==> src/rtl/wbts_pkg.sv <==
// ============================================================================
// wbts_pkg - shared types and constants of the windowed bilinear texel sampler
// Register indexes, opcodes, sequencer states and default parameter values.
// ============================================================================
package wbts_pkg;

    localparam int BAND_SLOTS          = 4;
    localparam int BAND_W              = 16;
    localparam int SCALE_FRAC_BITS     = 8;
    localparam int CFG_W               = 32;
    localparam int CFG_IDX_W           = 3;

    localparam int DEF_BANDS           = 4;
    localparam int DEF_TILE_TEXELS     = 4096;
    localparam int DEF_COORD_FRAC_BITS = 8;
    localparam int DEF_SAMPLE_BITS     = 16;

    localparam logic [15:0] RST_RASTER_WIDTH = 16'd1;
    localparam logic [15:0] RST_OUT_SCALE    = 16'd256;

    typedef enum logic [CFG_IDX_W-1:0] {
        REG_RASTER_WIDTH = 3'd0,
        REG_PRI_ORIGIN   = 3'd1,
        REG_PRI_SIZE     = 3'd2,
        REG_SEC_ORIGIN   = 3'd3,
        REG_SEC_SIZE     = 3'd4,
        REG_WIN_ENABLE   = 3'd5,
        REG_OUT_SCALE    = 3'd6
    } t_reg_idx;

    typedef enum logic {
        OP_LOAD   = 1'b0,
        OP_SAMPLE = 1'b1
    } t_opcode;

    typedef enum logic [3:0] {
        ST_IDLE,
        ST_TEST,
        ST_ADDR,
        ST_READ,
        ST_DRAIN,
        ST_SCALE_LO,
        ST_SCALE_HI,
        ST_FIN
    } t_state;

    typedef struct packed {
        logic        hit;
        logic        sel;
        logic [15:0] w;
        logic [15:0] x0;
        logic [15:0] x1;
        logic [15:0] y0;
        logic [15:0] y1;
    } t_win_res;

    typedef struct packed {
        logic clr;
        logic acc_en;
        logic scl_lo;
        logic scl_hi;
    } t_lane_ctl;

endpackage

==> src/rtl/wbts_lane.sv <==
// ============================================================================
// wbts_lane - one band lane of the bilinear blend
// Accumulates weighted neighbours, scales by the 8.8 factor in two halves,
// truncates toward zero and saturates to signed 16 bits.
// ============================================================================
module wbts_lane
    import wbts_pkg::*;
#(
    parameter int COORD_FRAC_BITS = DEF_COORD_FRAC_BITS
) (
    input  logic                            i_clk,
    input  t_lane_ctl                       i_ctl,
    input  logic signed [BAND_W-1:0]        i_sample,
    input  logic [2*COORD_FRAC_BITS:0]      i_weight,
    input  logic [15:0]                     i_scale,
    output logic signed [BAND_W-1:0]        o_result
);

    localparam int WW    = 2 * COORD_FRAC_BITS + 1;
    localparam int ACC_W = BAND_W + 2 * COORD_FRAC_BITS + 2;
    localparam int PW    = ACC_W + 18;
    localparam int S     = 2 * COORD_FRAC_BITS + SCALE_FRAC_BITS;
    localparam logic signed [PW-1:0] BIAS   = (PW'(1) << S) - PW'(1);
    localparam logic signed [PW-1:0] SAT_HI = PW'(32767);
    localparam logic signed [PW-1:0] SAT_LO = -PW'(32768);

    logic signed [ACC_W-1:0] r_acc;
    logic signed [PW-1:0]    r_prod;
    logic signed [BAND_W+WW:0] wprod;
    logic signed [ACC_W+8:0] p_lo, p_hi;
    logic signed [PW-1:0]    rounded, q;

    always_comb begin
        wprod = i_sample * $signed({1'b0, i_weight});
        p_lo  = r_acc * $signed({1'b0, i_scale[7:0]});
        p_hi  = r_acc * $signed({1'b0, i_scale[15:8]});
    end

    always_ff @(posedge i_clk) begin
        if (i_ctl.clr) begin
            r_acc <= '0;
        end else if (i_ctl.acc_en) begin
            r_acc <= r_acc + ACC_W'(wprod);
        end
        if (i_ctl.scl_lo) begin
            r_prod <= PW'(p_lo);
        end else if (i_ctl.scl_hi) begin
            r_prod <= r_prod + (PW'(p_hi) <<< 8);
        end
    end

    always_comb begin
        rounded = r_prod + (r_prod[PW-1] ? BIAS : '0);
        q       = rounded >>> S;
        if (q > SAT_HI) begin
            o_result = 16'sh7fff;
        end else if (q < SAT_LO) begin
            o_result = 16'sh8000;
        end else begin
            o_result = q[BAND_W-1:0];
        end
    end

endmodule
==> config.mk <==
export PLATFORM = sky130hd
export DESIGN_NAME = wbts_lane
export DESIGN_NICKNAME = d
export VERILOG_FILES = /design/src/rtl/wbts_pkg.sv /design/src/rtl/wbts_lane.sv
export SDC_FILE = /design/constraint.sdc
export NUM_CORES = 2
export LEC_CHECK = 0
export BUFFER_PORTS_ARGS = -buffer_cell sky130_fd_sc_hd__buf_4
export CORE_MARGIN = 2
export CORE_UTILIZATION = 50
export DETAILED_ROUTE_END_ITERATION = 12
export HOLD_SLACK_MARGIN = 0.08
export PLACE_DENSITY = 0.7
export SLEW_MARGIN = 20
export SYNTH_ARGS = -nofsm -noshare
export SYNTH_HDL_FRONTEND = slang
export SYNTH_SLANG_ARGS = --single-unit
==> constraint.sdc <==
create_clock -name i_clk -period 8.95 [get_ports i_clk]
set_input_delay 0 -clock i_clk [delete_from_list [all_inputs] [get_ports i_clk]]
set_output_delay 0 -clock i_clk [all_outputs]
set_load 0.03 [all_outputs]
==> impl_metrics.json <==
{
  "yosysMostFrequentCell": "inv_1",
  "core-area_um2": 69900,
  "arrival_ns": 8.15,
  "cp_max_fo": 18,
  "ios": 70,
  "ys_seq_area_share_pct": 6.37,
  "antenna_found_initial": 0,
  "grt_start_max_net_pins": 68,
  "ys.flop_type": "edfxtp_1",
  "post_cts_buffers": 0,
  "area_growth_pct": 4.50,
  "wire_per_inst_um": 16.5,
  "setup_violations": 0,
  "std_cell_rows": 97,
  "fin_skew_ns": 0.0151,
  "post_drt_via_cell_ratio": 5.34,
  "wirelength_um": 81900,
  "htree_levels": 3,
  "drt_iter0_markers": 1394,
  "ys_warn_count": 0,
  "ant_nets": 0,
  "criticalPathCategory": "reg -> reg",
  "synth_area_leader_cell": "fa_1",
  "synth_edf_count": 52,
  "fp.dieArea_um2": 72500,
  "hold_class": "in -> reg",
  "grt_pass1_vias": 27700,
  "synth_area_um2": 35200,
  "critPathMaxStageDelay_ns": 0.77,
  "place.gp.congestion": 0.881,
  "synth_common_cells": "878 x inv_1, 662 x fa_1, 471 x nand2_1, 437 x and2_1, 363 x ha_1",
  "crit_path_top_delay_cell": "dfxtp_1",
  "via_count": 26500,
  "syn_avg_cell_area_um2": 8.64,
  "final_layout_size_suffix_gt1_share_pct": 3.73,
  "diodes": 0,
  "async_reset_ff_share_pct": 0,
  "cts_tree": "done",
  "syn_inst": 4074,
  "drv_cap": 0,
  "synth_nets": 5153,
  "tightest_slew_ns": 0.955,
  "finalCritPeriodShare_pct": 89.5,
  "cp.required_ns": 9.09,
  "finalNetCount": 5100,
  "grt.overflow.total": 0,
  "numCtsBuffers": 9,
  "setup-tns-final_ns": 0,
  "reg2reg_slack_ns": 0.94,
  "maxSlewViolCount": 0,
  "synth_seq_cells": 86,
  "hold_viol_final": 0,
  "critPathCaptureType": "register",
  "critPathLaunchType": "register",
  "whs_path_depth": 3,
  "fin_crit_ns": 8.01,
  "initial_utilization_pct": 50.4,
  "fin_hold_ws_ns": 0.156,
  "hpwlAfterDp_um": 67500,
  "grt_pass1_wl_um": 140000,
  "slew_headroom_pct": 36.0,
  "path_clk_slew_ns": 0.08,
  "outcome": "finished clean",
  "cts_buffer_depth": 2,
  "clkLatencyLatePin_ns": 0.40,
  "die_h_um": 269,
  "grt_usage_pct": 23.5,
  "drt-pass1-iter-count": 6,
  "yosysTopAreaCellShare_pct": 37.6,
  "yosysUniqueCellTypes": 85,
  "port_buffers": 69,
  "synth.area.top_cells": "fa_1 38%, ha_1 13%, inv_1 9.4%",
  "r2r_cells": 30,
  "max_freq_mhz": 125,
  "drc": 0,
  "root_buffer": "clkbuf_16",
  "clock-sinks": 86,
  "rsz0062_at_grt": "no",
  "die_w_um": 269
}
final timing paths:
path                    startpoint                endpoint
min                       i_ctl[2]  r_acc[29]$_SDFFE_PP0P_
max reg2reg  r_acc[4]$_SDFFE_PP0P_    r_prod[51]$_DFFE_PN_
max          r_acc[4]$_SDFFE_PP0P_    r_prod[51]$_DFFE_PN_
min reg2reg  r_acc[9]$_SDFFE_PP0P_   r_acc[9]$_SDFFE_PP0P_
layout make-up:
type	instances	area [um^2]
fill	6533	33100
multi-input combinational	2948	29100
inverter	879	3300
sequential	86	2240
tap	940	1180
timing repair buffer	97	741
clock buffer	10	229
clock inverter	6	46.3
logic make-up (layout without fill, tap and decap cells):
group | count (synthesis) | count (layout) | share of synthesized area (%)
AND/OR/NAND/NOR | 1222 | 1222 | 17.5
XOR/XNOR | 155 | 155 | 3.95
flip-flops | 86 | 86 | 6.37
multiplexers | 31 | 31 | 0.885
AO/OA/AOI/OAI | 515 | 515 | 9.69
buffers and inverters | 1040 | 992 | 11.1
adder cells (fa/ha/maj) | 1025 | 1025 | 50.5
layer usage:
layer | track usage, % | routed length, um | up-vias
met2 | 41.2 | 41700 | 623
li1 | - | - | 12400
met5 | 0 | 0 | -
met4 | 5.38 | 1650 | 0
met3 | 2.70 | 3470 | 102
met1 | 31.0 | 35100 | 13400
per-stage QoR:
step	utilization (%)	cells	worst slack, ns	area, um^2
2_1_floorplan	-	4074	1.70	35200
3_3_place_gp	52.2	4947	1.19	36500
3_5_place_dp	52.2	4947	0.994	36500
4_1_cts	52.6	4965	0.963	36800
5_1_grt	52.6	4966	0.486	36800
6_report	52.6	4966	0.939	36800
registers in the layout, indices dropped and copies added (netlist names):
| register | flops |
|---|---|
| r_prod | 52 |
| r_acc | 34 |
placed cells by master, fill, tap and decap left out, types with 8 or more instances in the layout:
cell       Yosys  final
o21ai_0       99     99
buf_4          0     94
fa_1         662    662
and2_1       437    437
or3_1         10     10
and3_1        19     19
clkbuf_16      0      9
ha_1         363    363
nand2_1      471    471
a21oi_1      145    145
a31oi_1       18     18
nand4_1       23     23
o31ai_1       10     10
xnor2_1      102    102
nor2b_1       18     18
nor3_1        31     31
nand3_1       27     27
o21bai_1      23     23
edfxtp_1      52     52
mux2i_1       30     30
nor2_1       120    120
a31o_2         8      8
o211ai_1      10     10
inv_1        878    878
xor2_1        51     51
dfxtp_1       34     34
a21o_1        85     85
o21ai_1       12     12
o21a_1        18     18
a211oi_1      11     11
nand2b_1      37     37
what timing repair did:
action | 4_1_cts | 5_1_grt
endpoints found under the hold margin | 36 | 0
resized for setup | 0 | 0
hold buffers | 2 | 0
worst max-delay path: cells and delay by family, from the launching register on:
| kind | cells | cell delay, ns |
|---|---|---|
| AOI/OAI and AO/OA | 12 | 2.89 |
| adders and majority gates | 7 | 2.60 |
| and+or+nand+nor | 6 | 0.96 |
| DFF | 1 | 0.77 |
| xor gates and xnor gates | 2 | 0.39 |
| buffers and inverters | 3 | 0.12 |
Power is left out: the tool's default activity adds up to more than one toggle a clock period on the data nets, which glitch-free logic cannot reach.
