$ cat src/rtl/wbts_pkg.sv
// ============================================================================
// wbts_pkg - shared types and constants of the windowed bilinear texel sampler
// Register indexes, opcodes, sequencer states and default parameter values.
// ============================================================================
package wbts_pkg;

    localparam int BAND_SLOTS          = 4;
    localparam int BAND_W              = 16;
    localparam int SCALE_FRAC_BITS     = 8;
    localparam int CFG_W               = 32;
    localparam int CFG_IDX_W           = 3;

    localparam int DEF_BANDS           = 4;
    localparam int DEF_TILE_TEXELS     = 4096;
    localparam int DEF_COORD_FRAC_BITS = 8;
    localparam int DEF_SAMPLE_BITS     = 16;

    localparam logic [15:0] RST_RASTER_WIDTH = 16'd1;
    localparam logic [15:0] RST_OUT_SCALE    = 16'd256;

    typedef enum logic [CFG_IDX_W-1:0] {
        REG_RASTER_WIDTH = 3'd0,
        REG_PRI_ORIGIN   = 3'd1,
        REG_PRI_SIZE     = 3'd2,
        REG_SEC_ORIGIN   = 3'd3,
        REG_SEC_SIZE     = 3'd4,
        REG_WIN_ENABLE   = 3'd5,
        REG_OUT_SCALE    = 3'd6
    } t_reg_idx;

    typedef enum logic {
        OP_LOAD   = 1'b0,
        OP_SAMPLE = 1'b1
    } t_opcode;

    typedef enum logic [3:0] {
        ST_IDLE,
        ST_TEST,
        ST_ADDR,
        ST_READ,
        ST_DRAIN,
        ST_SCALE_LO,
        ST_SCALE_HI,
        ST_FIN
    } t_state;

    typedef struct packed {
        logic        hit;
        logic        sel;
        logic [15:0] w;
        logic [15:0] x0;
        logic [15:0] x1;
        logic [15:0] y0;
        logic [15:0] y1;
    } t_win_res;

    typedef struct packed {
        logic clr;
        logic acc_en;
        logic scl_lo;
        logic scl_hi;
    } t_lane_ctl;

endpackage

$ cat src/rtl/wbts_window.sv
// ============================================================================
// wbts_window - window hit test and neighbour selection
// Tests the primary then the secondary window, wraps x once by the raster
// width, and derives the clamped neighbour columns and rows.
// ============================================================================
module wbts_window
    import wbts_pkg::*;
#(
    parameter int COORD_FRAC_BITS = DEF_COORD_FRAC_BITS
) (
    input  logic [16+COORD_FRAC_BITS-1:0] i_sx,
    input  logic [16+COORD_FRAC_BITS-1:0] i_sy,
    input  logic [15:0]                   i_raster_width,
    input  logic [31:0]                   i_origin [2],
    input  logic [31:0]                   i_size   [2],
    input  logic [1:0]                    i_enable,
    output t_win_res                      o_res,
    output logic [COORD_FRAC_BITS-1:0]    o_fx,
    output logic [COORD_FRAC_BITS-1:0]    o_fy
);

    localparam int F  = COORD_FRAC_BITS;
    localparam int CW = 16 + F + 2;
    localparam logic signed [CW-1:0] ONE = CW'(1) << F;

    logic signed [CW-1:0] lx [2];
    logic signed [CW-1:0] ly [2];
    logic                 hit [2];

    logic signed [CW-1:0] rw;
    assign rw = $signed({2'b00, i_raster_width, {F{1'b0}}});

    for (genvar g = 0; g < 2; g++) begin : g_win
        logic signed [CW-1:0] x_raw, x_wrap, y_raw, w_lim, h_lim;
        always_comb begin
            x_raw  = $signed({2'b00, i_sx}) - $signed({2'b00, i_origin[g][31:16], {F{1'b0}}});
            y_raw  = $signed({2'b00, i_sy}) - $signed({2'b00, i_origin[g][15:0], {F{1'b0}}});
            x_wrap = (x_raw < 0) ? x_raw + rw : x_raw;
            lx[g]  = (x_wrap >= rw) ? x_wrap - rw : x_wrap;
            ly[g]  = y_raw;
            w_lim  = $signed({2'b00, i_size[g][31:16], {F{1'b0}}}) - ONE;
            h_lim  = $signed({2'b00, i_size[g][15:0], {F{1'b0}}}) - ONE;
            hit[g] = i_enable[g] && (lx[g] >= 0) && (lx[g] <= w_lim)
                     && (ly[g] >= 0) && (ly[g] <= h_lim);
        end
    end

    logic                 sel;
    logic signed [CW-1:0] px, py;
    logic [15:0]          w, h;
    logic [16:0]          x_inc, y_inc;

    always_comb begin
        sel   = !hit[0];
        px    = sel ? lx[1] : lx[0];
        py    = sel ? ly[1] : ly[0];
        w     = sel ? i_size[1][31:16] : i_size[0][31:16];
        h     = sel ? i_size[1][15:0]  : i_size[0][15:0];
        o_res.hit = hit[0] || hit[1];
        o_res.sel = sel;
        o_res.w   = w;
        o_res.x0  = px[F+15:F];
        o_res.y0  = py[F+15:F];
        x_inc = {1'b0, px[F+15:F]} + 17'd1;
        y_inc = {1'b0, py[F+15:F]} + 17'd1;
        o_res.x1 = (x_inc < ({1'b0, w} - 17'd1)) ? x_inc[15:0] : w - 16'd1;
        o_res.y1 = (y_inc < ({1'b0, h} - 17'd1)) ? y_inc[15:0] : h - 16'd1;
        o_fx = px[F-1:0];
        o_fy = py[F-1:0];
    end

endmodule

$ cat config.mk
export PLATFORM = sky130hd
export DESIGN_NAME = wbts_window
export DESIGN_NICKNAME = d
export VERILOG_FILES = /design/src/rtl/wbts_pkg.sv /design/src/rtl/wbts_window.sv
export SDC_FILE = /design/constraint.sdc
export NUM_CORES = 1
export LEC_CHECK = 0
export ABC_AREA = 1
export BUFFER_PORTS_ARGS = -buffer_cell sky130_fd_sc_hd__buf_2
export CAP_MARGIN = 25
export CORE_UTILIZATION = 40
export DETAILED_ROUTE_END_ITERATION = 8
export SETUP_SLACK_MARGIN = 0.1
export SYNTH_ARGS = -nofsm -noshare
export SYNTH_HDL_FRONTEND = slang
export SYNTH_SLANG_ARGS = --single-unit
$ cat constraint.sdc
create_clock -name vclk -period 11.8
set_clock_uncertainty 0.15 [all_clocks]
set_input_delay 0.59 -clock vclk [all_inputs]
set_output_delay 0.59 -clock vclk [all_outputs]
set_load 0.01 [all_outputs]
==> results.md <==
* Die Y at 187 um
* Top cells by count, synth: nand2_1, inv_1, ha_1
* # setup viols final at 0
* Post-Syn Area at 13,700 sq um
* Top cells by area, synth: ha_1, nand2_1, inv_1
* Max Fclk at 92.2 MHz
* Nets at 3,096
* Worst Path Max Fanout at 39
* DIE AREA at 34,900 sq um
* Gpl congestion at 0.979
* Drt total wl at 51,200 um
* Worst hold endpoint: o_fy[6]
* Critical Path Start Type: input pin
* CP Capture Type: output port
* Final Critical Period at 10.84 ns
* Hold buffers post-CTS at 0
* Total Routing Usage GR at 28.0%
* WL/cell at 16.5 um
* Part of the cycle the worst path needs at 91.9%
* Crit path max-delay cell type: fa_1
* FF/Latch Area at 0 sq um
* Largest net degree at the start of global routing at 61
* First-pass GRT wire length at 79,000 um
* Power Total at 2.69 mW
* Worst path most repeated cell: nand2_1
* Row cnt at 67
* Yosys warns at 0
* Rel. slew slack at 37.4%
* Critical path class: input pin to output port
* Clk pwr share at 0%
* Status: finished, final reports clean
* Sequential fraction of the synthesis area at 0%
* Via count at 16,100
* Slowest Stage Delay on Critical Path at 0.41 ns
* Share of power burned in registers at 0%
* Max Cap Viol at 0
* Synth top area share at 21.9%
* Cell family with most CP delay: simple AND/OR/NAND/NOR gates
* Critical Path RT at 11.06 ns
* Vias in the first global route at 15,100
* Slew @ Worst Pin at 0.930 ns
* Mapped Avg Cell Area at 5.74 sq um
* Average via count per standard cell at 5.19
* Clock buffers at 0
* Core area at 33,600 sq um
* NetSw at 1.74 mW
* RSZ-0062 raised after global routing: no
* DRT iter0 DRCs at 957
* Hold Crit Depth at 2
* Initial antenna violation count at 6
* Starting Density at 40.7%
* Distinct cells, synth at 63
* Worst hold path class: input pin to output port
* DRT Pass-1 Iters at 5
* Antenna-violating nets left at 0
* Fin. Hold Viols at 0
* Dominant cell type by area after synthesis: ha_1
* Comb power frac at 100.0%
* Internal Power at 0.945 mW
* Synth Net Count at 2,825
* # fillers at 3,768
* Buffers on Ports at 292
* Hold_sp: i_sy[6]
* Maximum VDD drop at 0.000122 V
* Share of layout cells above drive strength 1 at 16.0%
* Residual DRC count at 0
* PwrDens at 172 nW/um^2
* Final Max Slew Viols at 0
* Seq cells at 0
* Multi-input logic area at 11,900 sq um
* I/O pin count at 292
* Cells after Synth at 2,384
* Dpl hpwl at 45,300 um
* Fin Setup TNS at 0 ns
* Leak at 9.07 nW
* Overall die width at 187 um
* Most frequent cell after synthesis: nand2_1
* Switching Fraction at 64.8%
* CP Buf/Inv Count at 11
* Arr. time, crit path at 10.10 ns
* Area Overhead vs Synth at 14.4%
* GRT overflow at 0
==> how the worst max path moves through the flow <==
| stage | start | endpoint | slack [ns] | depth (start not counted) |
|---|---|---|---|---|
| after floorplan | i_sx[8] | o_res[0] | 2.34 | 53 |
| final | i_sx[8] | o_res[40] | 0.96 | 61 |
| after detailed placement | i_sx[10] | o_res[37] | 0.20 | 58 |
| after global routing | i_sx[8] | o_res[43] | 0.02 | 62 |
| after CTS | i_sx[10] | o_res[37] | 0.15 | 58 |
| after global placement | i_sx[8] | o_res[42] | 0.21 | 59 |
==> power groups by stage <==
stage | Combinational, mW | Sequential [mW] | Clock (mW)
floorplan | 1.79 | 0 | 0
CTS | 2.58 | 0 | 0
finish | 2.69 | 0 | 0.0000000682
global route | 2.98 | 0 | 0.0000000681
detailed placement | 2.56 | 0 | 0
global placement | 2.55 | 0 | 0
==> layout by cell type (no fill, tap or decap), types with 19 or more instances in the layout <==
cell type  instances
nand2_1          640
inv_1            393
buf_2            292
ha_1             239
nor2_1           162
a21oi_1          151
xor2_1           136
nand3_1          127
o21ai_0          118
nand4_1           47
o21ai_1           43
xnor2_1           35
nor3_1            33
buf_4             19
==> layout make-up <==
| class | instances | area share (%) |
|---|---|---|
| Multi-Input combinational cell | 1925 | 75.8 |
| Tap cell | 448 | 3.58 |
| Inverter | 415 | 10.0 |
| Antenna cell | 6 | 0.0960 |
| Timing Repair Buffer | 313 | 10.5 |
==> cells by family (layout without fill, tap and decap cells) <==
family          Yosys count  after routing  synth area share [%]
xor+xnor                173            173                  11.1
simple gates           1096           1099                  34.8
fa+ha+maj               247            247                  23.0
buf+inv                 462            728                  14.1
compound gates          406            406                  16.9
other cells               0              6                     0
==> routing by layer <==
| metal | part of all wire [%] | global-route usage, % |
|---|---|---|
| met1 | 47 | 37.7 |
| met2 | 45 | 47.9 |
| met3 | 5.5 | 2.18 |
| met4 | 2.8 | 7.31 |
| met5 | 0 | 0 |
==> through the flow <==
stage | util, % | worst slack (ns) | hold slack [ns] | instance area (sq um) | cells
detailed placement | 45.9 | 0.202 | 1.23 | 15400 | 3087
finish | 46.5 | 0.957 | 1.23 | 15600 | 3107
global placement | 45.9 | 0.206 | 1.22 | 15400 | 3087
global route | 46.5 | 0.0234 | 1.23 | 15600 | 3107
floorplan | - | 2.34 | 1.12 | 13700 | 2384
CTS | 45.9 | 0.147 | 1.23 | 15400 | 3087
==> what timing repair did <==
action,in CTS,in global routing
endpoints found under the hold margin,0,0
endpoints found under the setup margin,0,32
setup buffers,0,11
gates resized for setup,0,26
Power figures use the tool's default switching activity.
